## src/bums_ram.sv

```systemverilog
// generic ram, one write port and two registered read ports
module bums_ram #(
   parameter int WIDTH = 32,
   parameter int DEPTH = 64
) (
   input  logic                      clock,
   input  logic                      wr_en,
   input  logic [$clog2(DEPTH)-1:0]  wr_addr,
   input  logic [WIDTH-1:0]          wr_data,
   input  logic [$clog2(DEPTH)-1:0]  rd_addr0,
   output logic [WIDTH-1:0]          rd_data0,
   input  logic [$clog2(DEPTH)-1:0]  rd_addr1,
   output logic [WIDTH-1:0]          rd_data1
);

   logic [WIDTH-1:0] mem [DEPTH];

   always_ff @(posedge clock) begin
      if (wr_en) begin
         mem[wr_addr] <= wr_data;
      end
      rd_data0 <= mem[rd_addr0];
      rd_data1 <= mem[rd_addr1];
   end

endmodule

```

## config.mk

```make
export PLATFORM = sky130hd
export DESIGN_NAME = bums_ram
export DESIGN_NICKNAME = d
export VERILOG_FILES = /design/src/bums_ram.sv
export SDC_FILE = /design/constraint.sdc
export NUM_CORES = 2
export LEC_CHECK = 0
export BUFFER_PORTS_ARGS = -buffer_cell sky130_fd_sc_hd__buf_2
export CAP_MARGIN = 20
export CORE_AREA = 2 2 526 371
export DETAILED_ROUTE_END_ITERATION = 16
export DIE_AREA = 0 0 528 373
export GPL_TIMING_DRIVEN = 0
export PLACE_DENSITY = 0.65
export SYNTH_ARGS = -nofsm -noshare
export SYNTH_HDL_FRONTEND = slang
export SYNTH_SLANG_ARGS = --single-unit
```

## constraint.sdc

```tcl
create_clock -name clock -period 8.5 [get_ports clock]
set_input_delay 0.85 -clock clock [delete_from_list [all_inputs] [get_ports clock]]
set_output_delay 0.85 -clock clock [all_outputs]
set_load 0.005 [all_outputs]
```

==> results.json <==
{
  "status": "completed",
  "die_w_um": 528,
  "post-cts-setup-buffers": 0,
  "post_cts_resized": 0,
  "clk_pin_slew_ps": 60,
  "yosysUniqueCellTypes": 38,
  "synthArstFlopShare_pct": 0,
  "area_growth_pct": 15.6,
  "cp.arrival_ps": 5300,
  "ant_nets": 0,
  "finalInstanceArea_um2": 111000,
  "antenna_found_initial": 38,
  "worstHoldPathType": "in -> reg",
  "crit_type": "in -> reg",
  "setup.worst_path.start_class": "input pin",
  "cts_hold_buf": 0,
  "gp_routability_congestion": 1.03,
  "power_mw": 23.9,
  "worstSkewPairLatency_ps": 900,
  "fp-row-count": 135,
  "vias": 60462,
  "clock-root-buffer": "clkbuf_16",
  "grt_pass1_wl_um": 537000,
  "drt_first_pass_iters": 9,
  "fin_crit_sh_pct": 54.1,
  "syn_nets": 4464,
  "die-area_um2": 197000,
  "final_cell_mix": "edfxtp_1, mux4_2, buf_2, clkbuf_16, mux2i_1",
  "drv_slew": 0,
  "max_cap_viol_count": 0,
  "clockBufferDepth": 4,
  "hpwl_um": 288000,
  "netlist_instances": 4412,
  "yosysSeqAreaShare_pct": 65.6,
  "detail_route.iter0.violations": 14364,
  "synth_edf_count": 2048,
  "hold_viol": 0,
  "tightest_slew_ps": 1410,
  "die_y_um": 373,
  "avgSynthCellArea_um2": 21.7,
  "cts_tree": "built",
  "syn_area_um2": 95700,
  "grt_usage_pct": 42.1,
  "grt_pass1_vias": 56017,
  "rsz0062_at_grt": "false",
  "fin_tns_setup_ps": 0,
  "final.min_clock_period_ps": 4600,
  "powerDensity_nw_per_um2": 216,
  "layout.nets": 4986,
  "yosysWarnings": 0,
  "numCtsBuffers": 211,
  "num_io_pins": 116,
  "crit_required_ps": 9200,
  "max_slew_margin_pct": 6.25,
  "ys_seq_elements": 2112,
  "end_kind": "flop",
  "wl_per_cell_um": 54.4,
  "peakVddDrop_v": 0.000189,
  "layout-drive-gt1-share_pct": 40.4,
  "yosys.area.top_type_share_pct": 64.3,
  "viasPerCell": 7.91,
  "synthTopCellsByArea": "edfxtp_1, mux4_2, mux2i_1",
  "synthFlopType": "edfxtp_1",
  "final_common_cell": "edfxtp_1",
  "coreArea_um2": 192000,
  "cts.sinks": 2112,
  "setup_violations": 0,
  "htreeDepth": 4,
  "place_area_um2": 103000,
  "fmax_mhz": 217,
  "cp_max_fo": 10,
  "synth_top_cell_by_area": "edfxtp_1",
  "start_util_pct": 49.8,
  "p_leak_nw": 35.1,
  "grt_max_degree": 65,
  "skew_ps": 63.1,
  "io_buffers": 103,
  "route.detailed.drc": 0,
  "wl_um": 416000,
  "gr-total-overflow": 0
}
## final cells by class
cell class / instances / area, um^2
clock inverter: 117 / 1290
timing repair buffer: 309 / 4250
inverter: 1 / 3.75
tap: 2534 / 3170
antenna: 12 / 30.0
multi-input combinational: 1952 / 31700
sequential: 2112 / 62800
buffer: 347 / 1780
fill: 13931 / 81600
clock buffer: 262 / 5660
## final timing paths
path / from / endpoint / slack, ps / cells after the start
max: rd_addr0[1] / rd_data0[2] / 3900 / 9
min reg2reg: mem[38][15] / rd_data0[15] / 890 / 4
max reg2reg: mem[23][24] / rd_data1[24] / 5530 / 4
min: wr_data[6] / mem[16][6] / 290 / 1
## cells by family after synthesis
family | after synthesis | share of synthesized area [%]
flip-flops | 2112 | 65.6
multiplexers | 1364 | 29.0
buffers and inverters | 348 | 1.83
AO/OA/AOI/OAI | 340 | 2.39
AND/OR/NAND/NOR | 248 | 1.13
## power breakdown
group	total, mW	internal (mW)	leakage [nW]	switching, mW
Clock	9.76	5.53	3.39	4.23
Sequential	11.6	11.5	19.0	0.0392
Combinational	2.60	0.858	12.8	1.74
Total	23.9	17.9	35.1	6.01
## sequential cells by signal (all words and copies together) (netlist names)
| register | flops |
|---|---|
| mem | 2048 |
| rd_data0 | 32 |
| rd_data1 | 32 |
## routing by layer
layer	vias up	GRT usage, %	routed length (um)
met1	31987	56.0	141000
met4	36	21.9	27800
li1	20591	-	-
met2	6704	53.7	162000
met3	1144	25.1	84600
met5	-	0.988	680
## stage by stage
step	hold slack, ps	setup WS [ps]	cells	util (%)
2_1_floorplan	780	4460	4412	-
3_3_place_gp	891	778	7049	51.7
4_1_cts	377	4380	7613	57.4
5_1_grt	294	4270	7635	57.5
6_report	289	3900	7646	57.5
3_5_place_dp	890	3470	7234	53.7
## worst max-delay path, stage by stage
cell,delay (ps)
buf_4,240
buf_4,350
buf_4,320
buf_2,470
nand3b_1,870
o22ai_1,190
a211oi_1,980
o22ai_1,230
a21oi_1,770
## cells in the mapped netlist (13+ instances only)
master / count
nand2_1: 93
a21oi_1: 58
buf_4: 55
mux4_2: 1124
nor2_1: 94
dfxtp_1: 64
buf_2: 121
o21ai_0: 18
nor2b_1: 19
a221oi_1: 13
a211oi_1: 15
edfxtp_1: 2048
o211ai_1: 27
clkbuf_1: 135
o21ai_1: 31
mux2i_1: 204
buf_1: 25
o22ai_1: 56
a22oi_1: 85
o221ai_1: 16
mux2_2: 36
(Power assumes the default switching activity.)
